<file path="src/hw/rtl/speculation_slot_allocator_assert.svh">
// ----------------------------------------------------------------------------
// Assertion macros for the speculation slot allocator
// Implication checks in the same cycle and in the next cycle, disabled during reset.
// ----------------------------------------------------------------------------
`ifndef SPECULATION_SLOT_ALLOCATOR_ASSERT_SVH
`define SPECULATION_SLOT_ALLOCATOR_ASSERT_SVH
`ifndef ASSERT_OFF
// Consequent holds in the same cycle as the antecedent.
`define SSA_ASSERT_IMP(lbl, clk, rst_n, ante, cons, msg) \
	lbl: assert property (@(posedge clk) disable iff (!rst_n) (ante) |-> (cons)) \
		else $error(msg);
// Consequent holds in the cycle after the antecedent.
`define SSA_ASSERT_NXT(lbl, clk, rst_n, ante, cons, msg) \
	lbl: assert property (@(posedge clk) disable iff (!rst_n) (ante) |=> (cons)) \
		else $error(msg);
`else
`define SSA_ASSERT_IMP(lbl, clk, rst_n, ante, cons, msg)
`define SSA_ASSERT_NXT(lbl, clk, rst_n, ante, cons, msg)
`endif
`endif

</file>
<file path="src/hw/rtl/ssa_pkg.sv">
// ----------------------------------------------------------------------------
// ssa_pkg
// Word types, codes and cell link types for the speculation slot allocator.
// ----------------------------------------------------------------------------
package ssa_pkg;

	localparam int GID_W   = 5;
	localparam int CNT_W   = 32;
	localparam int ADDR_W  = 64;
	localparam int CFG_IDX_W = 2;

	// actions
	localparam logic [1:0] ACT_ALLOC   = 2'd0;
	localparam logic [1:0] ACT_SPEC    = 2'd1;
	localparam logic [1:0] ACT_DRAIN   = 2'd2;
	localparam logic [1:0] ACT_RELEASE = 2'd3;

	// status codes
	localparam logic [2:0] ST_OK       = 3'd0;
	localparam logic [2:0] ST_BUSY     = 3'd1;
	localparam logic [2:0] ST_UNAVAIL  = 3'd2;
	localparam logic [2:0] ST_ILLOP    = 3'd3;
	localparam logic [2:0] ST_UNUSABLE = 3'd4;

	// configuration register indexes
	localparam logic [CFG_IDX_W-1:0] CFG_NUM_SPECS  = 2'd0;
	localparam logic [CFG_IDX_W-1:0] CFG_FAULT_ADDR = 2'd1;

	typedef struct packed {
		logic [1:0] action;
		logic [7:0] spec_id;
	} req_word_t;

	typedef struct packed {
		logic [2:0]        status;
		logic [GID_W-1:0]  granted_id;
		logic [CNT_W-1:0]  written_count;
		logic [ADDR_W-1:0] fault_pc;
		logic [CNT_W-1:0]  busy_drops;
		logic [CNT_W-1:0]  unavail_drops;
	} rsp_word_t;

	// broadcast to every cell
	typedef struct packed {
		logic       go;
		logic [1:0] action;
	} cell_cmd_t;

	// handed from one cell to the next, lowest id first
	typedef struct packed {
		logic             claimed;
		logic             busy;
		logic [GID_W-1:0] gid;
	} cell_link_t;

	// what a cell shows to the top level
	typedef struct packed {
		logic             in_use;
		logic             draining;
		logic             grant;
		logic [CNT_W-1:0] written;
	} cell_view_t;

endpackage

</file>
<file path="src/hw/rtl/ssa_cell.sv">
// ----------------------------------------------------------------------------
// ssa_cell
// One speculation slot: in-use, draining and written count, plus its link
// in the lowest-free-slot search chain.
// ----------------------------------------------------------------------------
`include "speculation_slot_allocator_assert.svh"

module ssa_cell (
	input  logic                    clk,
	input  logic                    arst_n,
	input  ssa_pkg::cell_cmd_t      cmd,
	input  logic                    sel,
	input  logic                    en,
	input  logic [ssa_pkg::GID_W-1:0] cell_id,
	input  ssa_pkg::cell_link_t     link_in,
	output ssa_pkg::cell_link_t     link_out,
	output ssa_pkg::cell_view_t     view
);
	import ssa_pkg::*;

	logic             in_use_q;
	logic             draining_q;
	logic [CNT_W-1:0] written_q;
	logic             free_here;
	logic             grant;

	// first searched free slot takes the grant
	assign free_here = en & ~in_use_q;
	assign grant     = cmd.go & (cmd.action == ACT_ALLOC) & free_here & ~link_in.claimed;

	always_comb begin
		link_out.claimed = link_in.claimed | free_here;
		link_out.busy    = link_in.busy | (en & in_use_q & draining_q);
		link_out.gid     = link_in.claimed ? link_in.gid : (free_here ? cell_id : '0);
	end

	assign view.in_use   = in_use_q;
	assign view.draining = draining_q;
	assign view.grant    = grant;
	assign view.written  = written_q;

	always_ff @(posedge clk or negedge arst_n) begin
		if (!arst_n) begin
			in_use_q   <= 1'b0;
			draining_q <= 1'b0;
			written_q  <= '0;
		end else if (cmd.go) begin
			unique case (cmd.action)
				ACT_ALLOC: begin
					if (grant) begin
						in_use_q   <= 1'b1;
						draining_q <= 1'b0;
						written_q  <= '0;
					end
				end
				ACT_SPEC: begin
					if (sel && in_use_q && !draining_q) begin
						written_q <= written_q + CNT_W'(1);
					end
				end
				ACT_DRAIN: begin
					if (sel && in_use_q) begin
						draining_q <= 1'b1;
					end
				end
				ACT_RELEASE: begin
					if (sel && in_use_q) begin
						in_use_q   <= 1'b0;
						draining_q <= 1'b0;
						written_q  <= '0;
					end
				end
				default: begin
				end
			endcase
		end
	end

	`SSA_ASSERT_IMP(a_drain_needs_use, clk, arst_n, draining_q, in_use_q, "draining slot not in use")
	`SSA_ASSERT_NXT(a_grant_sets_use, clk, arst_n, grant, in_use_q && !draining_q && written_q == '0, "granted slot not set up")
	`SSA_ASSERT_IMP(a_free_slot_clear, clk, arst_n, !in_use_q, written_q == '0, "free slot holds a count")

endmodule

</file>
<file path="src/hw/rtl/speculation_slot_allocator.sv">
// ----------------------------------------------------------------------------
// speculation_slot_allocator
// Speculation slot table built as a chain of slot cells; grants the lowest
// free slot id, counts written buffers, drains and releases slots.
// ----------------------------------------------------------------------------
//
//  channel | direction | handshake          | carries
//  --------+-----------+--------------------+-------------------------------
//  req     | in        | req_valid/req_stall | action, spec_id
//  rsp     | out       | rsp_valid/rsp_stall | status, id, counts, fault_pc
//  cfg     | in        | cfg_valid/cfg_ready | index, 64-bit data
//
//  A request word is latched on acceptance and executed once the result
//  register is free or being emptied: every cell sees the command at once,
//  the free/busy search ripples through the cell chain, slot state and the
//  result register update on the same edge. One word per cycle sustained while
//  the result side keeps up, limited by the single execute stage.
//  A stalled result holds the execute stage; req_stall then stays high.
//  Reset clears every slot, both drop counters, num_specs to 1 and
//  fault_address to 0. No clearing pass: the table is usable straight away.
//  cfg_ready is always high; writes to unknown indexes are dropped.
// ----------------------------------------------------------------------------
`include "speculation_slot_allocator_assert.svh"

module speculation_slot_allocator #(
	parameter int MAX_SLOTS = 16
) (
	input  logic                          clk,
	input  logic                          arst_n,
	input  logic                          req_valid,
	output logic                          req_stall,
	input  ssa_pkg::req_word_t            req_word,
	output logic                          rsp_valid,
	input  logic                          rsp_stall,
	output ssa_pkg::rsp_word_t            rsp_word,
	input  logic                          cfg_valid,
	output logic                          cfg_ready,
	input  logic [ssa_pkg::CFG_IDX_W-1:0] cfg_index,
	input  logic [ssa_pkg::ADDR_W-1:0]    cfg_data
);
	import ssa_pkg::*;

	localparam int IDX_W = (MAX_SLOTS > 1) ? $clog2(MAX_SLOTS) : 1;

	// configuration
	logic [4:0]        num_specs_q;
	logic [ADDR_W-1:0] fault_addr_q;

	// execute stage
	logic      op_v_s1;
	req_word_t op_s1;
	logic      go;

	// result
	logic      rsp_v_q;
	rsp_word_t rsp_q;
	rsp_word_t rsp_d;

	logic [CNT_W-1:0] busy_cnt_q;
	logic [CNT_W-1:0] unav_cnt_q;
	logic [CNT_W-1:0] busy_cnt_d;
	logic [CNT_W-1:0] unav_cnt_d;

	// cell chain
	cell_cmd_t      cmd;
	cell_link_t     link [MAX_SLOTS+1];
	cell_view_t     view [MAX_SLOTS];
	logic [MAX_SLOTS-1:0] sel;
	logic [MAX_SLOTS-1:0] en;
	logic [MAX_SLOTS-1:0] use_v;
	logic [MAX_SLOTS-1:0] drain_v;
	logic [MAX_SLOTS-1:0] grant_v;

	logic             id_ok;
	logic [IDX_W-1:0] idx;
	logic             hit_use;
	logic             hit_drain;
	logic [7:0]       id_m1;

	assign cfg_ready = 1'b1;

	always_ff @(posedge clk or negedge arst_n) begin
		if (!arst_n) begin
			num_specs_q  <= 5'd1;
			fault_addr_q <= '0;
		end else if (cfg_valid) begin
			unique case (cfg_index)
				CFG_NUM_SPECS:  num_specs_q  <= cfg_data[4:0];
				CFG_FAULT_ADDR: fault_addr_q <= cfg_data;
				default: begin
				end
			endcase
		end
	end

	// stage executes when the result register is free or being emptied
	assign go        = op_v_s1 & (~rsp_v_q | ~rsp_stall);
	assign req_stall = op_v_s1 & ~go;

	always_ff @(posedge clk or negedge arst_n) begin
		if (!arst_n) begin
			op_v_s1 <= 1'b0;
		end else if (req_valid && !req_stall) begin
			op_v_s1 <= 1'b1;
		end else if (go) begin
			op_v_s1 <= 1'b0;
		end
	end

	always_ff @(posedge clk) begin
		if (req_valid && !req_stall) begin
			op_s1 <= req_word;
		end
	end

	assign cmd.go     = go;
	assign cmd.action = op_s1.action;

	assign link[0] = '{claimed: 1'b0, busy: 1'b0, gid: '0};

	// slot k holds id k+1
	for (genvar k = 0; k < MAX_SLOTS; k++) begin : g_cell
		assign sel[k] = (op_s1.spec_id == 8'(k + 1));
		assign en[k]  = ({3'b000, num_specs_q} >= 8'(k + 1));

		ssa_cell u_cell (
			.clk      (clk),
			.arst_n   (arst_n),
			.cmd      (cmd),
			.sel      (sel[k]),
			.en       (en[k]),
			.cell_id  (GID_W'(k + 1)),
			.link_in  (link[k]),
			.link_out (link[k+1]),
			.view     (view[k])
		);

		assign use_v[k]   = view[k].in_use;
		assign drain_v[k] = view[k].draining;
		assign grant_v[k] = view[k].grant;
	end

	assign id_ok     = (op_s1.spec_id != 8'd0) && (op_s1.spec_id <= 8'(MAX_SLOTS));
	assign id_m1     = op_s1.spec_id - 8'd1;
	assign idx       = id_m1[IDX_W-1:0];
	assign hit_use   = |(sel & use_v);
	assign hit_drain = |(sel & drain_v);

	always_comb begin
		rsp_d      = '0;
		busy_cnt_d = busy_cnt_q;
		unav_cnt_d = unav_cnt_q;
		unique case (op_s1.action)
			ACT_ALLOC: begin
				if (link[MAX_SLOTS].claimed) begin
					rsp_d.status     = ST_OK;
					rsp_d.granted_id = link[MAX_SLOTS].gid;
				end else if (link[MAX_SLOTS].busy) begin
					rsp_d.status = ST_BUSY;
					busy_cnt_d   = busy_cnt_q + CNT_W'(1);
				end else begin
					rsp_d.status = ST_UNAVAIL;
					unav_cnt_d   = unav_cnt_q + CNT_W'(1);
				end
			end
			ACT_SPEC: begin
				if (id_ok && hit_use && !hit_drain) begin
					rsp_d.written_count = view[idx].written + CNT_W'(1);
				end else begin
					rsp_d.status = ST_UNUSABLE;
				end
			end
			ACT_DRAIN: begin
				// absent slot: fine within num_specs, a fault above it
				if (!(id_ok && hit_use) && (op_s1.spec_id > {3'b000, num_specs_q})) begin
					rsp_d.status   = ST_ILLOP;
					rsp_d.fault_pc = fault_addr_q;
				end
			end
			ACT_RELEASE: begin
				if (!(id_ok && hit_use)) begin
					rsp_d.status = ST_UNUSABLE;
				end
			end
			default: begin
			end
		endcase
		rsp_d.busy_drops    = busy_cnt_d;
		rsp_d.unavail_drops = unav_cnt_d;
	end

	always_ff @(posedge clk or negedge arst_n) begin
		if (!arst_n) begin
			rsp_v_q    <= 1'b0;
			busy_cnt_q <= '0;
			unav_cnt_q <= '0;
		end else if (go) begin
			rsp_v_q    <= 1'b1;
			busy_cnt_q <= busy_cnt_d;
			unav_cnt_q <= unav_cnt_d;
		end else if (!rsp_stall) begin
			rsp_v_q <= 1'b0;
		end
	end

	always_ff @(posedge clk) begin
		if (go) begin
			rsp_q <= rsp_d;
		end
	end

	assign rsp_valid = rsp_v_q;
	assign rsp_word  = rsp_q;

	`SSA_ASSERT_IMP(a_single_grant, clk, arst_n, 1'b1, $onehot0(grant_v), "more than one slot granted")
	`SSA_ASSERT_NXT(a_go_gives_word, clk, arst_n, go, rsp_v_q, "executed word not presented")
	`SSA_ASSERT_IMP(a_grant_is_ok, clk, arst_n, rsp_v_q && rsp_q.granted_id != '0, rsp_q.status == ST_OK, "granted id with failing status")

endmodule

</file>
<file path="config.mk">
export PLATFORM = sky130hd
export DESIGN_NAME = speculation_slot_allocator
export DESIGN_NICKNAME = d
export VERILOG_FILES = /design/src/hw/rtl/ssa_pkg.sv /design/src/hw/rtl/ssa_cell.sv /design/src/hw/rtl/speculation_slot_allocator.sv
export VERILOG_INCLUDE_DIRS = /design/src /design/src/hw/rtl
export SDC_FILE = /design/constraint.sdc
export NUM_CORES = 2
export LEC_CHECK = 0
export BUFFER_PORTS_ARGS = -buffer_cell sky130_fd_sc_hd__buf_4
export CAP_MARGIN = 20
export CELL_PAD_IN_SITES_DETAIL_PLACEMENT = 1
export CELL_PAD_IN_SITES_GLOBAL_PLACEMENT = 1
export CORE_UTILIZATION = 50
export CTS_BUF_LIST = sky130_fd_sc_hd__clkbuf_8
export DETAILED_ROUTE_END_ITERATION = 6
export GPL_ROUTABILITY_DRIVEN = 0
export GPL_TIMING_DRIVEN = 0
export PLACE_DENSITY_LB_ADDON = 0.1
export REMOVE_ABC_BUFFERS = 1
export SLEW_MARGIN = 20
export SYNTH_ARGS = -nofsm -noshare
export SYNTH_HDL_FRONTEND = slang
export SYNTH_SLANG_ARGS = --single-unit
</file>
<file path="constraint.sdc">
create_clock -name clk -period 17.8 [get_ports clk]
set_input_delay 0.89 -clock clk [delete_from_list [all_inputs] [get_ports clk]]
set_output_delay 0.89 -clock clk [all_outputs]
set_load 0.01 [all_outputs]
</file>
# Yosys cells after proc, flatten, opt, wreduce, memory -nomap -nowiden
# Cells that the tools add are included.
# totals
input_bits,81
output_inout_bits,171
register_bits,857
# op_classes
bitwise,150
mux,209
add_sub_neg,20
order_cmp,19
n_reduce_logical,118
n_eq_ne,85
# ops
op,n
two-way mux 32 bit,56
one-hot mux 32 bit (3 select lines),16
adder 32 x 1 -> 32 bit (second input constant),19
AND reduction 5 bit,32
binary-select mux 35 bit (select 4 bit),1
!= test 2 x 1 -> 1 bit (second input constant),65
bitwise AND 1 bit,82
two-way mux 5 bit,16
two-way mux 1 bit,68
== test 8 x 4 -> 1 bit (second input constant),8
AND reduction 4 bit,16
one-hot mux 1 bit (3 select lines),16
>= comparator 5 x 4 -> 1 bit (second input constant),8
logical AND 1 bit,37
NOT 1 bit,34
bitwise AND 16 bit,2
== test 8 x 3 -> 1 bit (second input constant),4
two-way mux 4 bit,8
one-hot mux 1 bit (2 select lines),16
OR reduction 16 bit,2
bitwise OR 1 bit,31
two-way mux 3 bit,7
>= comparator 5 x 3 -> 1 bit (second input constant),4
zero test 1 bit,19
19 further kinds,34

# Longest topological paths before layout
# depth
depth_word,22
depth_mapped,17

# Modules after synthesis
# A second synthesis with hierarchy kept.
# unflattened
hier_cells,5254
area_unflattened_um2,52123.7
# modules_own_cells
mod,n_inst,cells_each,area_per_inst_um2
ssa_cell at g_cell[0].u_cell ...,15,242,2117.0
speculation_slot_allocator,1,1373,18240.0
ssa_cell at g_cell[9].u_cell,1,251,2128.3

# Worst setup path after synthesis
# No wires, ideal clock.
# synth_path
kind,in2reg
from,in rsp_stall
to,reg busy_cnt_q[17]
t_arrival_ps,6962
slack_ps,10698
cell_stages,6
n_path_buf,2
setup_ps,140
path_cell_list,a21bo_2 > inv_1 > buf_1 > buf_1 > nand3_1 > xnor2_1
# synth_lines
item,line_no,rtl
"start, declared",speculation_slot_allocator.sv:34,"input logic rsp_stall,"
"end signal, assigned",speculation_slot_allocator.sv:199,busy_cnt_q <= busy_cnt_d;
"end, declared",speculation_slot_allocator.sv:59,logic [CNT_W-1:0] busy_cnt_q;

# Worst setup path in the final report
# layout_path
from,reg op_s1[0] (netlist bit)
to,"reg rsp_q (netlist bit rsp_word[149]), data pin"
# layout_via
elab_chain_cells,6
elab_cells_between_ends,33
cone_classes,2 x add/sub; 1 x order compare; 16 x eq/ne; 3 x mux; 3 x bitwise; 8 x reduce/logical
# layout_rtl
item,line_no,rtl
"start, declared",speculation_slot_allocator.sv:51,req_word_t op_s1;
"start signal, assigned",speculation_slot_allocator.sv:112,op_s1 <= req_word;
subtractor 4 x 1 -> 4 bit (tied with other cells),speculation_slot_allocator.sv:144,assign id_m1 = op_s1.spec_id - 8'd1;
NOT 4 -> 5 bit (not written as such) (tied with other cells),speculation_slot_allocator.sv:168,rsp_d.written_count = view[idx].written + CNT_W'(1);
binary-select mux 35 bit (select 4 bit) (tied with other cells),speculation_slot_allocator.sv:168,
two-way mux 32 bit (not written as such) (tied with other cells),speculation_slot_allocator.sv:168,
two-way mux 32 bit (not written as such) or logical AND 1 bit (tied branches),"speculation_slot_allocator.sv:168, speculation_slot_allocator.sv:167",
adder 32 x 1 -> 32 bit or AND reduction 2 bit (tied branches),-,
"end signal, assigned",speculation_slot_allocator.sv:208,rsp_q <= rsp_d;
"end, declared",speculation_slot_allocator.sv:56,rsp_word_t rsp_q;
# Several ways; a longest one is shown, not always the timed one. The select of a mux whose other input is x is not followed.
# A chain may end at the register's enable or synchronous reset.

==> results.md <==
Detailed routing:
- The first detailed-routing pass ran for 5 iterations.
- The routed layout has 38016 vias.
- The routed length per placed instance is 24.75 um.
- After detailed routing, the number of remaining DRC violations is 0.
- The number of DRC markers after the initial detailed-route iteration is 3198.
- The detail route stage leaves a number of antenna-violating nets equal to 0.
- The final layout contains routed wiring with a total length of 152000 um.
- Using the TritonRoute via totals, the vias-per-cell ratio works out to 6.188.

Power:
- In this run switching power makes up 28.39% of total power.
- The part of the total power dissipated in the clock network is 40.6%.
- Summed over all nets, the switching power comes to 1.316 mW.
- The power per cell area is 86.24 nW/um2.
- The leakage power of the design is 22.10 nW.
- The share of power burned in registers is 47.1%.
- The maximum VDD drop is 75.33 uV.
- The part of the power in combinational logic is 12.3%.
- The internal portion of the total power is 3.318 mW.
- Overall power consumption after layout is estimated at 4.634 mW.

Synthesis:
- Summing the sequential cell areas from Yosys gives 48.06% of the chip area.
- The number of enable-type register cells in the synthesized netlist is 178.
- The netlist area before placement is 46480 um2.
- After synthesis, the mean cell area works out to 10.23 um2.
- The gate count after technology mapping is 4545.
- For this run, the number of Yosys warnings is 0.
- After synthesis, the share of flip-flops with an asynchronous set or reset is 79.23%.
- Yosys mapped the design onto 87 distinct sky130hd cell types.
- The synthesized design contains 857 register bits.
- The most common flop cell mapped by yosys is dfrtp_1.

Global routing:
- After global routing the overflow that remains totals 0.
- The largest net degree at the start of global routing is 92.
- The first global-routing pass estimated 236600 um of wire.
- The overall track demand over capacity in global routing is 32.56%.
- The number of antenna violations at the first check in global routing is 3.
- The number of global-route vias before repair is 39088.

Hold path:
- The class of the worst hold path is in -> async.

Clock tree:
- The hold buffer count at cts is 0.
- The depth of the CTS H-tree is 4.
- TritonCTS built the clock tree.
- The number of clock buffers added by TritonCTS is 153.
- The clock latency on the worst-skew pair is 0.86 ns.
- The clock sink total is 857.
- CTS placed an instance of clkbuf_8 at the clock tree root.
- The number of cells upsized or downsized after cts is 0.
- The number of post-CTS setup repair buffers is 0.
- The clock tree buffer depth is 3.
- The clock slew at the register clock pins of the worst setup and hold paths is 0.06 ns.

Timing:
- Setup repair after global routing left no endpoint under its margin.
- The worst clock skew is 0.03146 ns.
- The number of endpoints with negative hold slack in the final report came to 0.
- Setup violations remaining at the end of the flow were counted as 0.
- The summed negative setup slack over all endpoints is 0 ns.
- The maximum clock frequency is 156.8 MHz.
- At the pin with the least slew margin, the transition time is 1.174 ns.
- The headroom to the max-slew limit is 20.72%.
- The final count of pins violating max slew is 0.
- The final period demand of the worst path is 6.378 ns.
- The worst path uses 35.83% of the clock period.

Floorplan:
- The y dimension of the die is 306.9 um.
- The width of the die is 306.9 um.
- The starting density of the core is 50.63%.
- The die area is 94180 um2.
- The floorplan has 111 rows.
- 252 I/O pins were placed.
- The core area is 91800 um2.

Finish:
- The net count of the finished layout is 4890.
- The share of layout cells above drive strength 1 is 17.33%.
- The area growth from synthesis to final layout is 15.61%.
- Once layout is complete, the utilization of the core stands at 58.53%.
- The library cells used most frequently in the layout, excluding fill and tap cells, are dfrtp_1 (678), nor2_1 (506), nand2_1 (347).
- The library cell used most frequently in the layout, excluding fill and tap cells, is dfrtp_1.

Placement:
- Summed over all nets, the half-perimeter wirelength after detailed placement is 111200 um.
- Input and output buffers added on the ports amount to 250.

Outcome:
- The run finished with clean final reports.

Setup path:
- STA puts the critical path data required time at 18.40 ns.
- The largest fanout on the critical path is 41.
- Counting cells, the worst reg-to-reg path comes to 14.
- The signal arrival time at the worst endpoint is 6.97 ns.
- The worst setup path is launched from a flop.
- The critical path start-end classification is reg -> reg.
- STA classifies the critical path endpoint as a flop.

Flow run:
- The number of max-cap violations is 0.
==> critical path, stage by stage, from the launching register on <==
cell	delay (ns)
edfxtp_1	0.59
buf_8	0.24
buf_8	0.22
buf_16	0.18
clkinv_1	0.55
ha_4	0.78
buf_16	0.29
mux4_2	0.31
mux2i_1	0.08
mux2i_1	0.52
and2_1	0.33
nand4_1	0.71
nor3_1	0.82
xor2_1	0.34
nor2_1	0.07
==> power groups by stage <==
stage	Combinational, mW	Sequential [mW]	Clock [mW]
finish	0.569	2.18	1.88
global route	0.611	2.19	2.00
CTS	0.567	2.18	1.92
detailed placement	0.564	2.22	0
global placement	0.499	2.23	0
floorplan	0.282	2.21	0
==> final timing paths <==
path | startpoint | to | slack (ns)
setup / recovery | op_s1[0] | rsp_word[149] | 11.42
hold / removal | arst_n | unav_cnt_q[6] | 0.07
setup reg to reg | op_s1[0] | rsp_word[149] | 11.42
hold reg to reg | op_v_s1 | rsp_valid | 0.49
max in group asynchronous | arst_n | g_cell[5].u_cell.written_q[21] | 15.76
min in group clk | req_word[2] | op_s1[2] | 0.22
==> sequential cells by signal, indices dropped and copies added, names as in the netlist <==
signal,flops
g_cell.u_cell.in_use_q,16
busy_cnt_q,32
g_cell.u_cell.draining_q,16
num_specs_q,5
op_v_s1,1
unav_cnt_q,32
rsp_valid,1
op_s1,8
rsp_word,168
fault_addr_q,64
cmd,2
g_cell.u_cell.written_q,512
==> layer usage <==
metal / global-route usage (%) / wire [um]
met1: 43.93 / 65020
met2: 52.18 / 72730
met3: 5.245 / 8078
met4: 13.98 / 6203
met5: 0 / 13
==> cell type report <==
type / count / area (um2)
Tap cell: 1243 / 1555
Antenna cell: 3 / 7.507
Clock buffer: 185 / 2546
Inverter: 85 / 326.6
Timing Repair Buffer: 334 / 3316
Fill cell: 9935 / 38070
Multi-Input combinational cell: 3346 / 23110
Clock inverter: 91 / 535.5
Sequential cell: 857 / 22340
==> logic make-up (layout without fill, tap and decap cells) <==
logic type / count (synthesis) / in the layout / share of synthesized area (%)
simple gates: 1980 / 1980 / 21.71
flops: 857 / 857 / 48.06
compound gates: 565 / 565 / 7.395
xor+xnor: 483 / 483 / 9.118
buf+inv: 342 / 695 / 2.958
mux: 283 / 283 / 9.844
fa+ha+maj: 34 / 34 / 0.9045
other cells: 1 / 4 / 0.008068
==> synth_stat cells, types with 133 or more instances <==
master	count	area share (%)
a21oi_1	151	1.6
clkbuf_1	192	1.6
dfrtp_1	678	37
edfxtp_1	178	11
nand2_1	349	2.8
nand3_1	238	2.6
nand4_1	133	1.8
nor2_1	516	4.2
nor3_1	134	1.4
o21ai_0	201	2.2
xnor2_1	299	5.6
xor2_1	183	3.4
==> metrics by stage <==
stage	instance area, um2	setup WS [ns]	instances	hold WS [ns]
after global routing	53730	11.24	6143	0.06040
final	53740	11.42	6144	0.06953
after floorplan	45420	5.355	4288	0.4407
after detailed placement	50610	11.51	5864	0.4718
after global placement	48860	-1.883	5781	0.4509
after CTS	53690	11.54	6140	0.02370
No activity file was read; power rests on OpenSTA's default activity.
